<file path="src/sv/ntcti_pkg.sv">
// Shared widths, register indexes, request codes and constants of the NTC table interpolation unit.
package ntcti_pkg;

	localparam int ADC_IN_W   = 10;
	localparam int IDX_W      = 5;
	localparam int STEP_W     = 10;
	localparam int TEMP_W     = 16;
	localparam int CFG_IDX_W  = 1;
	localparam int CFG_DATA_W = 16;

	localparam int DEF_TABLE_DEPTH = 32;
	localparam int DEF_ADC_BITS    = 10;

	localparam logic [CFG_IDX_W-1:0] REG_BASE_TEMP = 1'b0;
	localparam logic [CFG_IDX_W-1:0] REG_TEMP_STEP = 1'b1;

	localparam logic REQ_WRITE   = 1'b0;
	localparam logic REQ_CONVERT = 1'b1;

	localparam int TEMP_MAX = 32767;
	localparam logic signed [TEMP_W-1:0] TEMP_ERR = -16'sd32767;
	localparam logic [STEP_W-1:0] STEP_RESET = 10'd50;

endpackage

</file>
<file path="src/sv/ntcti_table.sv">
// Breakpoint table: one write port, one registered read port, per-entry valid bits.
module ntcti_table
	import ntcti_pkg::*;
#(
	parameter int DEPTH = DEF_TABLE_DEPTH,
	parameter int WIDTH = DEF_ADC_BITS,
	localparam int AW   = (DEPTH > 1) ? $clog2(DEPTH) : 1
) (
	input  logic             clk,
	input  logic             arst_n,
	input  logic             wr_en,
	input  logic [AW-1:0]    wr_addr,
	input  logic [WIDTH-1:0] wr_data,
	input  logic [AW-1:0]    rd_addr,
	output logic [WIDTH-1:0] rd_data
);

	logic [WIDTH-1:0] mem [DEPTH];
	logic [DEPTH-1:0] vld_q;
	logic [WIDTH-1:0] rdat_q;
	logic             rvld_q;

	always_ff @(posedge clk) begin
		if (wr_en) begin
			mem[wr_addr] <= wr_data;
		end
		rdat_q <= mem[rd_addr];
	end

	// An entry never written since reset reads as zero.
	always_ff @(posedge clk or negedge arst_n) begin
		if (!arst_n) begin
			vld_q  <= '0;
			rvld_q <= 1'b0;
		end else begin
			if (wr_en) begin
				vld_q[wr_addr] <= 1'b1;
			end
			rvld_q <= vld_q[rd_addr];
		end
	end

	assign rd_data = rvld_q ? rdat_q : '0;

endmodule

</file>
<file path="src/sv/ntcti_div.sv">
// Restoring divider producing one quotient bit per cycle for a quotient known to fit Q_W bits.
module ntcti_div
	import ntcti_pkg::*;
#(
	parameter int NUM_W = DEF_ADC_BITS + STEP_W,
	parameter int Q_W   = STEP_W,
	localparam int DEN_W = NUM_W - Q_W,
	localparam int CNT_W = (Q_W > 1) ? $clog2(Q_W) : 1
) (
	input  logic             clk,
	input  logic             arst_n,
	input  logic             start,
	input  logic [NUM_W-1:0] num,
	input  logic [DEN_W-1:0] den,
	output logic             done,
	output logic [Q_W-1:0]   quot
);

	logic [NUM_W-1:0] rem_q;
	logic [NUM_W-1:0] dsh_q;
	logic [Q_W-1:0]   quot_q;
	logic [CNT_W-1:0] cnt_q;
	logic             run_q;
	logic             done_q;
	logic             fits;

	assign fits = (rem_q >= dsh_q);

	always_ff @(posedge clk) begin
		if (start) begin
			rem_q  <= num;
			dsh_q  <= NUM_W'(den) << (Q_W - 1);
			quot_q <= '0;
		end else if (run_q) begin
			if (fits) begin
				rem_q <= rem_q - dsh_q;
			end
			dsh_q  <= dsh_q >> 1;
			quot_q <= {quot_q[Q_W-2:0], fits};
		end
	end

	always_ff @(posedge clk or negedge arst_n) begin
		if (!arst_n) begin
			run_q  <= 1'b0;
			done_q <= 1'b0;
			cnt_q  <= '0;
		end else begin
			done_q <= 1'b0;
			if (start) begin
				run_q <= 1'b1;
				cnt_q <= CNT_W'(Q_W - 1);
			end else if (run_q) begin
				cnt_q <= cnt_q - 1'b1;
				if (cnt_q == '0) begin
					run_q  <= 1'b0;
					done_q <= 1'b1;
				end
			end
		end
	end

	assign done = done_q;
	assign quot = quot_q;

endmodule

</file>
<file path="src/sv/ntc_table_interpolation_unit.sv">
// Top level of the NTC thermistor table interpolation unit.
// Requests arrive on the req channel (req_valid, req_stall). A write request
// stores entry_value at entry_index in the breakpoint table and gives no
// result word. A convert request walks the table from entry 0, one entry per
// cycle from the table memory, until it finds the first entry that is not
// above adc_sample. It then forms (hi - sample) * step, divides by (hi - lo)
// one quotient bit per cycle, adds the segment base and base_temp, and
// saturates. An out-of-range word follows the walk directly. Requests are
// taken one at a time; the next is accepted once the previous result is in
// the output register.
// Results leave on the res channel (res_valid, res_stall). While res_stall is
// high the result word holds, and the unit still accepts writes and runs the
// next convert up to its final cycle, where it waits for the register to free.
// Configuration (base_temp, temp_step) is written on the cfg channel, which
// is always ready and must only be used while the unit is idle.
// Reset clears the table to zeros through per-entry valid bits, so there is
// no clearing pass; base_temp resets to 0 and temp_step to 50.
module ntc_table_interpolation_unit
	import ntcti_pkg::*;
#(
	parameter int TABLE_DEPTH = DEF_TABLE_DEPTH,
	parameter int ADC_BITS    = DEF_ADC_BITS
) (
	input  logic                     clk,
	input  logic                     arst_n,

	input  logic                     req_valid,
	output logic                     req_stall,
	input  logic                     req_type,
	input  logic [IDX_W-1:0]         entry_index,
	input  logic [ADC_IN_W-1:0]      entry_value,
	input  logic [ADC_IN_W-1:0]      adc_sample,

	output logic                     res_valid,
	input  logic                     res_stall,
	output logic signed [TEMP_W-1:0] temperature,
	output logic                     out_of_range,

	input  logic                     cfg_valid,
	output logic                     cfg_ready,
	input  logic [CFG_IDX_W-1:0]     cfg_index,
	input  logic [CFG_DATA_W-1:0]    cfg_data
);

	// Address width of the table, compare width of samples and entries, and
	// the widths of the products and the final sum.
	localparam int AW     = (TABLE_DEPTH > 1) ? $clog2(TABLE_DEPTH) : 1;
	localparam int CW     = (ADC_BITS > ADC_IN_W) ? ADC_BITS : ADC_IN_W;
	localparam int NUM_W  = CW + STEP_W;
	localparam int BASE_W = AW + STEP_W;
	localparam int SUM_W  = ((BASE_W + 1 > TEMP_W) ? BASE_W + 1 : TEMP_W) + 1;

	localparam logic signed [SUM_W-1:0] SAT_HI = SUM_W'(TEMP_MAX);
	localparam logic signed [SUM_W-1:0] SAT_LO = SUM_W'(-TEMP_MAX);

	localparam logic [2:0] S_IDLE = 3'd0;
	localparam logic [2:0] S_WALK = 3'd1;
	localparam logic [2:0] S_MUL  = 3'd2;
	localparam logic [2:0] S_DIV  = 3'd3;
	localparam logic [2:0] S_DONE = 3'd4;

	logic [2:0]               state_q;
	logic [AW-1:0]            pos_q;
	logic [CW-1:0]            sample_q;
	logic [CW-1:0]            hi_q;
	logic [CW-1:0]            lo_q;
	logic [NUM_W-1:0]         num_q;
	logic [CW-1:0]            den_q;
	logic [BASE_W-1:0]        base_q;
	logic [STEP_W-1:0]        quot_q;
	logic                     oor_q;
	logic                     start_q;

	logic signed [TEMP_W-1:0] base_temp_q;
	logic [STEP_W-1:0]        temp_step_q;

	logic                     res_valid_q;
	logic signed [TEMP_W-1:0] temperature_q;
	logic                     oor_out_q;

	logic                     req_acc;
	logic                     tbl_wr_en;
	logic [AW-1:0]            tbl_rd_addr;
	logic [ADC_BITS-1:0]      tbl_rd_data;
	logic [CW-1:0]            entry;
	logic                     div_done;
	logic [STEP_W-1:0]        div_quot;
	logic                     res_free;
	logic [SUM_W-1:0]         mag;
	logic signed [SUM_W-1:0]  sum;
	logic signed [TEMP_W-1:0] sat_temp;

	assign req_stall = (state_q != S_IDLE);
	assign req_acc   = req_valid && !req_stall;
	assign cfg_ready = 1'b1;

	// Writes past the end of the table are dropped; wide values keep their
	// low ADC_BITS bits.
	assign tbl_wr_en = req_acc && (req_type == REQ_WRITE) && (32'(entry_index) < TABLE_DEPTH);

	// The read port runs every cycle: entry 0 while idle, so that a convert
	// accepted now sees entry 0 in its first walk cycle, then one entry ahead.
	assign tbl_rd_addr = (state_q == S_WALK) ? AW'(pos_q + 1'b1) : '0;

	ntcti_table #(
		.DEPTH (TABLE_DEPTH),
		.WIDTH (ADC_BITS)
	) u_table (
		.clk     (clk),
		.arst_n  (arst_n),
		.wr_en   (tbl_wr_en),
		.wr_addr (AW'(entry_index)),
		.wr_data (ADC_BITS'(entry_value)),
		.rd_addr (tbl_rd_addr),
		.rd_data (tbl_rd_data)
	);

	assign entry = CW'(tbl_rd_data);

	// The quotient never exceeds temp_step, since lo <= sample < hi.
	ntcti_div #(
		.NUM_W (NUM_W),
		.Q_W   (STEP_W)
	) u_div (
		.clk    (clk),
		.arst_n (arst_n),
		.start  (start_q),
		.num    (num_q),
		.den    (den_q),
		.done   (div_done),
		.quot   (div_quot)
	);

	// Final sum of quotient, segment base and offset, then saturation.
	assign mag      = SUM_W'(base_q) + SUM_W'(quot_q);
	assign sum      = signed'(mag) + SUM_W'(base_temp_q);
	assign sat_temp = (sum > SAT_HI) ? TEMP_W'(SAT_HI) :
	                  (sum < SAT_LO) ? TEMP_W'(SAT_LO) : TEMP_W'(sum);

	assign res_free = !res_valid_q || !res_stall;

	// Configuration registers.
	always_ff @(posedge clk or negedge arst_n) begin
		if (!arst_n) begin
			base_temp_q <= '0;
			temp_step_q <= STEP_RESET;
		end else if (cfg_valid && cfg_ready) begin
			unique case (cfg_index)
				REG_BASE_TEMP: base_temp_q <= signed'(cfg_data);
				REG_TEMP_STEP: temp_step_q <= cfg_data[STEP_W-1:0];
				default: ;
			endcase
		end
	end

	// Datapath registers of the walk, the products and the quotient.
	always_ff @(posedge clk) begin
		unique case (state_q)
			S_IDLE: begin
				sample_q <= CW'(adc_sample);
			end
			S_WALK: begin
				if (sample_q < entry) begin
					hi_q <= entry;
				end
				lo_q <= entry;
			end
			S_MUL: begin
				num_q  <= NUM_W'(hi_q - sample_q) * NUM_W'(temp_step_q);
				den_q  <= hi_q - lo_q;
				base_q <= BASE_W'(AW'(pos_q - 1'b1)) * BASE_W'(temp_step_q);
			end
			S_DIV: begin
				quot_q <= div_quot;
			end
			S_DONE: ;
			default: ;
		endcase
	end

	// Sequencer. hi_q keeps the last entry above the sample; in the stop
	// cycle lo_q takes the entry that ended the walk, and hi_q is held.
	always_ff @(posedge clk or negedge arst_n) begin
		if (!arst_n) begin
			state_q <= S_IDLE;
			pos_q   <= '0;
			oor_q   <= 1'b0;
			start_q <= 1'b0;
		end else begin
			start_q <= 1'b0;
			unique case (state_q)
				S_IDLE: begin
					if (req_acc && (req_type == REQ_CONVERT)) begin
						state_q <= S_WALK;
						pos_q   <= '0;
						oor_q   <= 1'b0;
					end
				end
				S_WALK: begin
					if (sample_q < entry) begin
						if (pos_q == AW'(TABLE_DEPTH - 1)) begin
							oor_q   <= 1'b1;
							state_q <= S_DONE;
						end else begin
							pos_q <= pos_q + 1'b1;
						end
					end else if (pos_q == '0) begin
						oor_q   <= 1'b1;
						state_q <= S_DONE;
					end else begin
						state_q <= S_MUL;
					end
				end
				S_MUL: begin
					start_q <= 1'b1;
					state_q <= S_DIV;
				end
				S_DIV: begin
					if (div_done) begin
						state_q <= S_DONE;
					end
				end
				S_DONE: begin
					if (res_free) begin
						state_q <= S_IDLE;
					end
				end
				default: state_q <= S_IDLE;
			endcase
		end
	end

	// Output register.
	always_ff @(posedge clk or negedge arst_n) begin
		if (!arst_n) begin
			res_valid_q <= 1'b0;
		end else if (state_q == S_DONE && res_free) begin
			res_valid_q <= 1'b1;
		end else if (!res_stall) begin
			res_valid_q <= 1'b0;
		end
	end

	always_ff @(posedge clk) begin
		if (state_q == S_DONE && res_free) begin
			temperature_q <= oor_q ? TEMP_ERR : sat_temp;
			oor_out_q     <= oor_q;
		end
	end

	assign res_valid    = res_valid_q;
	assign temperature  = temperature_q;
	assign out_of_range = oor_out_q;

	// The divider only reports completion while the sequencer waits for it.
	assert property (@(posedge clk) disable iff (!arst_n)
		div_done |-> (state_q == S_DIV))
		else $error("divider completion outside the divide state");

	// The bracketing entries always give a positive divisor.
	assert property (@(posedge clk) disable iff (!arst_n)
		(state_q == S_DIV) |-> (den_q != '0))
		else $error("zero divisor in the divide state");

	// An out-of-range result always carries the error temperature.
	assert property (@(posedge clk) disable iff (!arst_n)
		(res_valid && out_of_range) |-> (temperature == TEMP_ERR))
		else $error("out-of-range result without the error temperature");

	// A finished result is never dropped while the receiver stalls.
	assert property (@(posedge clk) disable iff (!arst_n)
		(res_valid && res_stall) |=> res_valid)
		else $error("result word lost under stall");

endmodule
</file>
<file path="config.mk">
export PLATFORM = sky130hd
export DESIGN_NAME = ntc_table_interpolation_unit
export DESIGN_NICKNAME = d
export VERILOG_FILES = /design/src/sv/ntcti_pkg.sv /design/src/sv/ntcti_table.sv /design/src/sv/ntcti_div.sv /design/src/sv/ntc_table_interpolation_unit.sv
export SDC_FILE = /design/constraint.sdc
export NUM_CORES = 1
export LEC_CHECK = 0
export ABC_CLOCK_PERIOD_IN_PS = 7500
export BUFFER_PORTS_ARGS = -buffer_cell sky130_fd_sc_hd__buf_2
export CAP_MARGIN = 20
export CORE_MARGIN = 10
export CORE_UTILIZATION = 35
export CTS_CLUSTER_DIAMETER = 80
export CTS_CLUSTER_SIZE = 10
export DETAILED_ROUTE_END_ITERATION = 8
export PLACE_DENSITY = 0.6
export SLEW_MARGIN = 20
export SYNTH_ARGS = -nofsm -noshare
export SYNTH_HDL_FRONTEND = slang
export SYNTH_SLANG_ARGS = --single-unit
</file>
<file path="constraint.sdc">
create_clock -name clk -period 7.5 [get_ports clk]
set_input_delay 0 -clock clk [delete_from_list [all_inputs] [get_ports clk]]
set_output_delay 0 -clock clk [all_outputs]
set_load 0.03 [all_outputs]
</file>
==> results of run 1 <==
## final timing paths
| path | startpoint | endpoint | slack, ps | depth (start not counted) |
|---|---|---|---|---|
| max in group asynchronous | arst_n | pos_q[0]$_DFFE_PN0P_ | 6650 | 3 |
| min in group clk | entry_index[2] | u_table.mem[1][2]$_DFFE_PP_ | 30 | 4 |
| worst min-delay path | arst_n | base_temp_q[2]$_DFFE_PN0P_ | 3 | 3 |
| worst min register to register | u_div.quot[9]$_SDFFE_PP0P_ | quot_q[9]$_DFFE_PN_ | 440 | 0 |
| worst max-delay path | hi_q[2]$_DFFE_PP_ | num_q[18]$_DFFE_PP_ | 430 | 25 |
| worst max register to register | hi_q[2]$_DFFE_PP_ | num_q[18]$_DFFE_PP_ | 430 | 25 |
## repair_timing
action / 4_1_cts / 5_1_grt
endpoints found under the hold margin: 444 / 0
resized for setup: 0 / 5
setup buffers: 0 / 2
hold buffers: 43 / 0
endpoints found under the setup margin: 0 / 4
## stage by stage
stage,instances,hold WS (ps),TNS [ps]
2_1_floorplan,2581,-296,0
3_3_place_gp,3721,-89.1,0
3_5_place_dp,3721,-85.2,0
4_1_cts,3885,8.59,0
5_1_grt,3888,34.5,-2.68
6_report,3888,2.60,0
## state kept, by name, summed over array words and instances (netlist names), 3 cells and up
name            count
base_q             15
base_temp_q        16
den_q              10
hi_q               10
lo_q               10
num_q              20
pos_q               5
quot_q             10
sample_q           10
state_q             3
temp_step_q        10
temperature        16
u_div.cnt_q         4
u_div.dsh_q        19
u_div.quot         10
u_div.rem_q        20
u_table.mem       320
u_table.rdat_q     10
u_table.vld_q      32
## layout make-up
class | instances | share of cell area [%]
Tap cell | 1144 | 4.15
Sequential cell | 557 | 46.6
Multi-Input combinational cell | 1664 | 37.2
Clock buffer | 114 | 5.47
Clock inverter | 7 | 0.570
Inverter | 246 | 2.68
Timing Repair Buffer | 156 | 3.27
## layer usage
| metal | routed length, um | global-route usage [%] |
|---|---|---|
| met2 | 33100 | 23.5 |
| met5 | 20 | 0 |
| met1 | 31800 | 19.5 |
| met3 | 4500 | 2.82 |
| met4 | 1720 | 3.88 |
## worst register-to-register path: cells and delay by family (launching register included)
kind                     cells  cell delay [ps]
flip-flops                   1              410
AO/OA/AOI/OAI                9             1580
adder cells (fa/ha/maj)      7             3320
buffers and inverters        3              140
AND/OR/NAND/NOR              5             1290
XOR/XNOR                     1               80
## placed cells by master, fill, tap and decap left out, types with 9 or more instances in the layout
cell type	instances
dfxtp_1	29
nand3_1	80
xor2_1	38
nor3_1	24
nand2b_1	20
and3_1	9
o21ai_0	59
and2_1	53
a21oi_1	84
mux2i_1	39
or2_2	40
clkbuf_16	68
nor2_1	91
o31ai_1	11
fa_1	126
a211oi_1	40
mux2_2	27
o221ai_1	48
buf_4	46
nor2b_1	76
dfrtp_1	71
xnor2_1	55
o21bai_1	9
a21o_1	36
buf_2	66
clkbuf_1	45
ha_1	147
edfxtp_1	452
a31oi_1	29
dlygate4sd3_1	42
o21a_1	11
nand2_1	364
inv_1	246
a311oi_1	43
## cell families (layout without fill, tap and decap cells)
logic type / count (synthesis) / count (layout) / synth area share, %
mux: 66 / 66 / 2.30
flops: 557 / 557 / 53.2
xor+xnor: 95 / 95 / 2.76
simple gates: 804 / 804 / 12.5
fa+ha+maj: 274 / 274 / 14.5
buf+inv: 360 / 523 / 4.59
other cells: 1 / 1 / 0.0124
compound gates: 424 / 424 / 10.1
==> results by group, run 1 <==
Global route
  • First-pass GRT wire length: 113000 um
  • Largest net degree at the start of global routing: 87
  • Tot GR Track Use: 14.4%
  • Initial antenna violation count: 6
  • Vias in the first global route: 19900
  • Gr ovfl total: 0

Routing
  • WL/cell: 18.3 um
  • Drc violations: 0
  • DRT Wirelength: 71100 um
  • Initial drt markers: 1534
  • Detailed-route via count: 19600
  • Final ANT Viol Nets: 0
  • First-pass DRT Iterations: 5
  • Via density: 5.04

Timing
  • Final period util: 94.3%
  • Worst setup slack after layout: 428 ps
  • Final setup violation count: 0
  • Fin. Hold Viols: 0
  • Tmin final: 7070 ps
  • Worst-Margin Slew: 1100 ps
  • Relative slew slack: 26.4%
  • F_max: 141 MHz
  • Max Clock Skew: 43.4 ps
  • Fin. max-slew vios: 0

Final layout
  • Seq. cell area: 16100 um^2
  • Layout Utilization: 40.4%
  • Post-layout net count: 3013
  • Area of the multi-input gates: 12800 um^2
  • Inserted Diodes: 0
  • Layout cells sized above 1: 11.0%
  • Area growth, synth to finish: 14.2%
  • Fillers: 8150
  • Finished Cell Area: 34500 um^2

Placed design
  • Dpl ws: 281 ps
  • Routability cong.: 0.792
  • Placed cell area: 31900 um^2
  • DP HPWL: 45800 um
  • Port Buf Inserts: 66

Worst setup path
  • Most used cell, CP: fa_1
  • Req. time, crit path: 7840 ps
  • Critical path fanouts, max: 9
  • Largest delay contributor family on the critical path: adder cells
  • WP buf/inv: 3
  • CP max stage delay: 600 ps
  • CP startpoint kind: flop
  • CP Capture Type: flop
  • WS Path Type: reg2reg
  • WP data arrival: 7410 ps
  • CP max-delay cell: fa_1

Clocking
  • Root buffer cell: clkbuf_16
  • Clock buffer count from CTS: 66
  • CTS H-tree depth: 3
  • Insertion delay to the later sink of the worst-skew pair: 630 ps
  • Clock sinks: 557
  • Clock buffer depth: 3
  • CTS tree: done
  • Clk slew on worst S/H paths: 60 ps

Min path
  • Hold WC Path Type: in2async

Synthesis
  • Top cell type's share of synthesized area: 45.0%
  • Predominant post-synthesis flop cell: edfxtp_1
  • Synth Instances: 2581
  • Syn_area_per_cell: 11.7 um^2
  • Main area contributors after synthesis: edfxtp_1 45%, fa_1 8.4%, ha_1 6.1%
  • Post-synth EDFFs: 452
  • Register bit total from synthesis: 557
  • Most frequent cells after synthesis: 452 x edfxtp_1, 368 x nand2_1, 246 x inv_1
  • Synth area leader: edfxtp_1
  • Synth unique cells: 83
  • Yosys Warn Count: 0
  • Count leader, synth: edfxtp_1
  • Mapped cell area: 30200 um^2
  • Sequential area share after synthesis: 53.2%
  • Synthesized net count: 2903
  • Async set-or-reset flop fraction in the synthesized netlist: 13.6%

Die
  • Die height: 314 um
  • Core area: 85300 um^2
  • Die span in x: 314 um
  • Row Count: 107
  • I/O Pins: 68
  • Initial core utilization: 35.4%
  • Die Area: 98300 um^2

Job
  • Max-cap check violation count: 0

Outcome
  • Status: completed
Power of run 1 is not shown: default switching activity piles up to over one toggle a cycle in this logic, so the estimate is an artifact.
==> run 2, diff against run 1 <==
- ABC_CLOCK_PERIOD_IN_PS: 7500 -> 7350
- SYNTH_HIERARCHICAL: not set -> 1
- clock period: 7.5 -> 7.35 ns (I/O delays scaled with it)
==> run 2 against run 1 <==
Against the previous run: area after synthesis grew 1.6%; die area grew 1.5%; first-iteration DRC count shrank 8.9%; clock skew shrank 27 ps; flip-flop and latch count is the same; non-clock buffer count shrank 1; critical path type unchanged; largest cell class unchanged.
==> results by group, run 2 <==
Final layout
  • Biggest registers after layout: u_table/mem (320), u_table/vld_q (32)
  • Max reg flops: 320 (unchanged)
  • Area growth, synth to finish: 13.6%
  • Inserted Diodes: 0 (unchanged)
  • Most frequent cells in the layout: 452 x edfxtp_1, 259 x inv_1, 228 x nand2_1, 195 x mux2i_1, 148 x ha_1
  • Top reg by flops: u_table/mem
  • Layout cells sized above 1: 9.81% (-1.2 points)
  • Commonest non-fill, non-tap cell in the layout: edfxtp_1
  • Post-layout net count: 2971 (-1.4%)

Worst setup path
  • WP data arrival: 7380 ps (-30 ps)
  • CP startpoint kind: flop
  • Critical path fanouts, max: 10 (+1)
  • CP max stage delay: 560 ps (-40 ps)
  • Crit path from: sample_q[0]$_DFFE_PN_
  • CP Capture Type: flop
  • Req. time, crit path: 7710 ps (-130 ps)
  • CP max-delay cell: fa_1
  • WS Path Type: reg2reg
  • Most used cell, CP: fa_1
  • Setup slack, reg-to-reg: 330 ps (-100 ps)
  • Reg-to-Reg Start: sample_q[0]$_DFFE_PN_
  • Capturing point of the worst reg2reg path: num_q[19]$_DFFE_PP_
  • FF-to-FF path depth: 25 (unchanged)

Timing
  • Relative slew slack: 22.7% (-3.7 points)
  • Worst-Margin Slew: 1160 ps (+55.6 ps)
  • Final Hold Slack: 74.8 ps (+72.2 ps)
  • F_max: 142 MHz (+0.77%)
  • Fin. max-slew vios: 0 (unchanged)
  • Tmin final: 7020 ps (-54.3 ps)
  • Final setup violation count: 0 (unchanged)
  • Fin. Hold Viols: 0 (unchanged)
  • Final period util: 95.5% (+1.2 points)
  • Max Clock Skew: 16.8 ps (-26.7 ps)

Synthesis
  • Yosys Warn Count: 6 (+6)
  • Mapped cell area: 30600 um^2 (+1.6%)
  • Synthesized net count: 2844 (-2.0%)
  • Top cell type's share of synthesized area: 44.3% (-0.69 points)
  • Main area contributors after synthesis: edfxtp_1 44%, fa_1 8.2%, mux2i_1 6.4%
  • Synth area leader: edfxtp_1
  • Post-synth EDFFs: 452 (unchanged)
  • Count leader, synth: edfxtp_1
  • Register bit total from synthesis: 557 (unchanged)
  • Synth unique cells: 88 (+6.0%)
  • Most frequent cells after synthesis: 452 x edfxtp_1, 259 x inv_1, 228 x nand2_1
  • Async set-or-reset flop fraction in the synthesized netlist: 13.6% (unchanged)
  • Syn_area_per_cell: 12.1 um^2 (+3.9%)
  • Predominant post-synthesis flop cell: edfxtp_1
  • Synth Instances: 2522 (-2.3%)
  • Sequential area share after synthesis: 52.4% (-0.82 points)

Clocking
  • Clock buffer count from CTS: 66 (unchanged)
  • CTS H-tree depth: 3 (unchanged)
  • Clock buffer depth: 3 (unchanged)
  • Clock sinks: 557 (unchanged)
  • Clk slew on worst S/H paths: 60 ps (about the same)
  • CTS tree: done
  • Root buffer cell: clkbuf_16
  • Insertion delay to the later sink of the worst-skew pair: 620 ps (about the same)

Routing
  • First-pass DRT Iterations: 5 (unchanged)
  • Detailed-route via count: 19500 (-0.22%)
  • Via density: 5.07 (+0.58%)
  • Initial drt markers: 1397 (-8.9%)
  • DRT Wirelength: 70400 um (-1.0%)
  • WL/cell: 18.3 um (-0.20%)
  • Final ANT Viol Nets: 0 (unchanged)
  • Drc violations: 0 (unchanged)

Min path
  • Cells on Worst Hold Path: 3
  • Worst hold path startpoint: entry_index[3]
  • Hold WC Path Type: in2reg
  • Endpoint, Worst Hold: u_table/mem[1][4]$_DFFE_PP_

Outcome
  • Status: completed

Placed design
  • DP HPWL: 47000 um (+2.7%)
  • Routability cong.: 0.850 (+7.3%)
  • Port Buf Inserts: 66 (unchanged)

Die
  • Row Count: 108 (+0.93%)
  • I/O Pins: 68 (unchanged)
  • Initial core utilization: 35.3% (-0.058 points)
  • Die Area: 99800 um^2 (+1.5%)
  • Die span in x: 316 um (+0.73%)
  • Core area: 86800 um^2 (+1.7%)
  • Die height: 316 um (+0.73%)

Global route
  • Initial antenna violation count: 6 (unchanged)
  • Gr ovfl total: 0 (unchanged)
  • Tot GR Track Use: 14.1% (-0.35 points)
  • First-pass GRT wire length: 111000 um (-1.8%)
  • Vias in the first global route: 20300 (+1.8%)
  • Largest net degree at the start of global routing: 99 (+14%)

Job
  • Max-cap check violation count: 0 (unchanged)
-- run 2: cell types whose count changed after synthesis, moves of 33 or more --
cell and change:
a211oi_1 -34, a22oi_1 +43, a311oi_1 -42, clkbuf_1 -33, mux2i_1 +156, nand2_1 -140, nand3_1 -38, nor2_1 +34
o221ai_1 -47
-- run 2: final cells by class --
| cell class | instances | area (um^2) |
|---|---|---|
| clock inverter | 7 | 126 |
| clock buffer | 114 | 1870 |
| sequential | 557 | 16100 |
| multi-input combinational | 1610 | 13200 |
| tap | 1155 | 1450 |
| inverter | 259 | 972 |
| timing repair buffer | 155 | 1180 |
| fill | 8227 | 51900 |
-- run 2: how the worst max path moves through the flow --
| stage | cells past startpoint | slack, ps | end |
|---|---|---|---|
| 2_1_floorplan | 27 | 490 | num_q[19]$_DFFE_PP_ |
| 3_3_place_gp | 29 | 250 | num_q[19]$_DFFE_PP_ |
| 3_5_place_dp | 29 | 160 | num_q[18]$_DFFE_PP_ |
| 4_1_cts | 29 | 130 | num_q[18]$_DFFE_PP_ |
| 5_1_grt | 25 | -3 | num_q[19]$_DFFE_PP_ |
| 6_report | 25 | 330 | num_q[19]$_DFFE_PP_ |
-- run 2: routing by layer --
layer | up-vias | share of wire, % | global-route usage, %
met4 | 2 | 2.4 | 4.15
li1 | 9127 | - | -
met3 | 112 | 5.3 | 3.06
met1 | 9830 | 43 | 17.8
met2 | 478 | 49 | 24.0
met5 | - | 0.018 | 0
-- run 2: logic make-up (layout without fill, tap and decap cells) --
logic type | after synthesis | after routing | share of synthesized area, %
AND/OR/NAND/NOR | 679 | 679 | 10.8
flip-flops | 557 | 557 | 52.4
AO/OA/AOI/OAI | 358 | 358 | 8.01
buffers and inverters | 355 | 535 | 5.05
adder cells (fa/ha/maj) | 274 | 274 | 14.3
multiplexers | 207 | 207 | 6.81
XOR/XNOR | 91 | 91 | 2.60
other | 1 | 1 | 0.0122
-- run 2: what timing repair did --
action,CTS,global route
hold buffers,60,0
setup buffers,0,0
endpoints found under the hold margin,403,0
resized for setup,0,10
endpoints found under the setup margin,0,4
-- run 2: per-stage QoR --
| step | TNS (ps) | setup WS (ps) | area, um^2 | cells | util [%] |
|---|---|---|---|---|---|
| floorplan | 0 | 488 | 30600 | 2522 | - |
| global placement | 0 | 246 | 32100 | 3674 | 37.0 |
| detailed placement | 0 | 163 | 32100 | 3675 | 37.0 |
| CTS | 0 | 128 | 34700 | 3856 | 40.0 |
| global route | -3.18 | -3.18 | 34800 | 3857 | 40.1 |
| finish | 0 | 332 | 34800 | 3857 | 40.1 |
-- run 2: critical path, delay by kind of cell, from the launching register on --
family	cells	cell delay, ps
adder cells (fa/ha/maj)	8	3610
AO/OA/AOI/OAI	7	1390
AND/OR/NAND/NOR	4	690
flip-flops	1	380
XOR/XNOR	2	350
buffers and inverters	4	340
Power of run 2 is left out for the same reason.
==> run 3, diff against run 2 <==
- SYNTH_HIERARCHICAL: 1 -> not set
==> run 3 against run 2 <==
Against the previous run: the flow now finishes with violations (negative hold slack); flip-flop and latch count did not move; setup slack improved by 110 ps; clock skew rose by 38 ps; utilization rose by 0.31 points; routed wire length rose by 0.19%; global-route usage rose by 0.26 points; sequential share of layout area rose by 0.44 points; critical endpoint unchanged; via count rose by 0.50%; die area fell by 1.4%; register-to-register slack improved by 110 ps.
==> results by group, run 3 (synthesized netlist as in run 1, its figures left out) <==
Outcome
  • Status: complete, but fails checks
  • Failing checks: negative hold slack

Timing
  • Final period util: 94.0% (-1.5 points)
  • Worst-Margin Slew: 1120 ps (-35.6 ps)
  • Final Hold Slack: -14.2 ps (-89.0 ps)
  • Final setup violation count: 0 (unchanged)
  • F_max: 145 MHz (+1.5%)
  • Max Clock Skew: 54.3 ps (+37.5 ps)
  • Fin. Hold Viols: 4 (+4)
  • RSZ-0062 raised after global routing: false
  • Setup TNS Final: 0 ps (unchanged)
  • Relative slew slack: 24.8% (+2.1 points)
  • Tmin final: 6910 ps (-107 ps)
  • Fin. max-slew vios: 0 (unchanged)

Worst setup path
  • Reg-to-Reg Start: hi_q[0]$_DFFE_PP_
  • WS Path Type: reg2reg
  • WP data arrival: 7270 ps (-110 ps)
  • Critical path fanouts, max: 9 (-1)
  • Crit path from: hi_q[0]$_DFFE_PP_
  • CP startpoint kind: flop
  • Req. time, crit path: 7710 ps (about the same)
  • CP Capture Type: flop
  • FF-to-FF path depth: 27 (+8.0%)

Die
  • Core area: 85300 um^2 (-1.7%)
  • Die span in x: 314 um (-0.72%)
  • I/O Pins: 68 (unchanged)
  • Die height: 314 um (-0.72%)
  • Die Area: 98300 um^2 (-1.4%)
  • Initial core utilization: 35.4% (+0.058 points)
  • Row Count: 107 (-0.93%)

Clocking
  • Clock buffer depth: 3 (unchanged)
  • Clock sinks: 557 (unchanged)
  • Setup Fix Bufs, Post-CTS: 0 (unchanged)
  • Root buffer cell: clkbuf_16
  • CTS tree: done
  • Clock buffer count from CTS: 66 (unchanged)
  • Clk slew on worst S/H paths: 60 ps (about the same)
  • CTS H-tree depth: 3 (unchanged)
  • Insertion delay to the later sink of the worst-skew pair: 650 ps (+30 ps)

Min path
  • Worst hold path startpoint: entry_index[3]
  • Cells on Worst Hold Path: 3 (unchanged)
  • Hold WC Path Type: in2reg

Global route
  • First-pass GRT wire length: 112000 um (+1.2%)
  • Tot GR Track Use: 14.4% (+0.26 points)
  • Vias in the first global route: 20100 (-0.77%)
  • Initial antenna violation count: 4 (-2)
  • Gr ovfl total: 0 (unchanged)
  • Largest net degree at the start of global routing: 87 (-12%)

Final layout
  • Layout cells sized above 1: 11.1% (+1.3 points)
  • Most frequent cells in the layout: 452 x edfxtp_1, 364 x nand2_1, 246 x inv_1, 147 x ha_1, 126 x fa_1
  • Area growth, synth to finish: 14.3%
  • Max reg flops: 320 (unchanged)
  • Commonest non-fill, non-tap cell in the layout: edfxtp_1
  • Post-layout net count: 3018 (+1.6%)
  • Biggest registers after layout: u_table.mem (320), u_table.vld_q (32)
  • Fillers: 8163 (-0.78%)
  • Top reg by flops: u_table.mem

Routing
  • Via density: 5.04 (-0.48%)
  • Initial drt markers: 1385 (-0.86%)
  • First-pass DRT Iterations: 5 (unchanged)
  • WL/cell: 18.1 um (-0.79%)
  • DRT Wirelength: 70500 um (+0.19%)
  • Final ANT Viol Nets: 0 (unchanged)
  • Detailed-route via count: 19600 (+0.50%)
  • Drc violations: 0 (unchanged)

Job
  • Max-cap check violation count: 0 (unchanged)

Placed design
  • DP HPWL: 45400 um (-3.4%)
  • Port Buf Inserts: 66 (unchanged)
  • Routability cong.: 0.801 (-5.7%)
[run 3: cell types whose count changed in the layout (fill, tap and decap cells not counted), moves of 29 or more]
cell,previous run,this run
a211oi_1,6,40
mux2i_1,195,39
a22oi_1,44,1
nand2_1,228,364
a311oi_1,1,43
nand3_1,42,80
nor2b_1,46,76
o221ai_1,1,48
nor2_1,120,91
[run 3: timing repair]
action                     CTS  global route
setup endpoints to repair    0             5
gates resized for setup      0             8
hold endpoints to repair   437             0
hold buffers                44             0
[run 3: area by class of cell]
type	instances	area, um^2	share of cell area, %
sequential	557	16100	46.6
multi-input combinational	1664	12800	37.2
clock buffer	113	1830	5.30
tap	1144	1430	4.15
timing repair buffer	161	1190	3.44
inverter	246	923	2.68
clock inverter	9	214	0.621
antenna	1	2.50	0.00726
[run 3: critical path: stages, from the launching register on]
cell and delay [ps]:
edfxtp_1 350, inv_1 80, ha_1 180, fa_1 220, nor2b_1 60, o21ai_1 160
a21oi_1 130, or4_1 450, a31o_2 260, a21oi_2 210, buf_4 190, and2_1 170
inv_1 70, fa_1 530, inv_1 50, fa_1 520, fa_1 450, fa_1 550
inv_1 50, fa_1 520, inv_1 40, ha_1 330, or3_1 370, o21ai_0 70
a21oi_1 110, a211o_1 290, a21oi_1 170, xnor2_1 70
[run 3: layer usage]
layer	global-route usage [%]	routed length [um]	vias up	share of wire, %
li1	-	-	9315	-
met1	19.4	32700	9769	46
met2	23.1	32200	445	46
met3	2.53	3810	118	5.4
met4	4.79	1830	0	2.6
met5	0	0	-	0
[run 3: per-stage QoR]
stage               worst slack (ps)  cells  cell area [um^2]  hold slack [ps]  utilization (%)
finish                           439   3895             34500            -14.2             40.4
CTS                             33.3   3891             34400             5.96             40.3
floorplan                        759   2581             30200             -296                -
global placement                 205   3725             31900            -46.3             37.4
global route                    30.4   3894             34500             45.6             40.4
detailed placement              95.0   3725             31900            -44.0             37.4
[run 3: worst paths after layout]
check | endpoint | slack (ps)
max | num_q[19]$_DFFE_PP_ | 440
min | u_table.mem[24][5]$_DFFE_PP_ | -10
max reg2reg | num_q[19]$_DFFE_PP_ | 440
min reg2reg | quot_q[9]$_DFFE_PN_ | 420
max in group asynchronous | pos_q[0]$_DFFE_PN0P_ | 5970
min in group asynchronous | base_temp_q[6]$_DFFE_PN0P_ | 460
Power of run 3 is left out for the same reason.
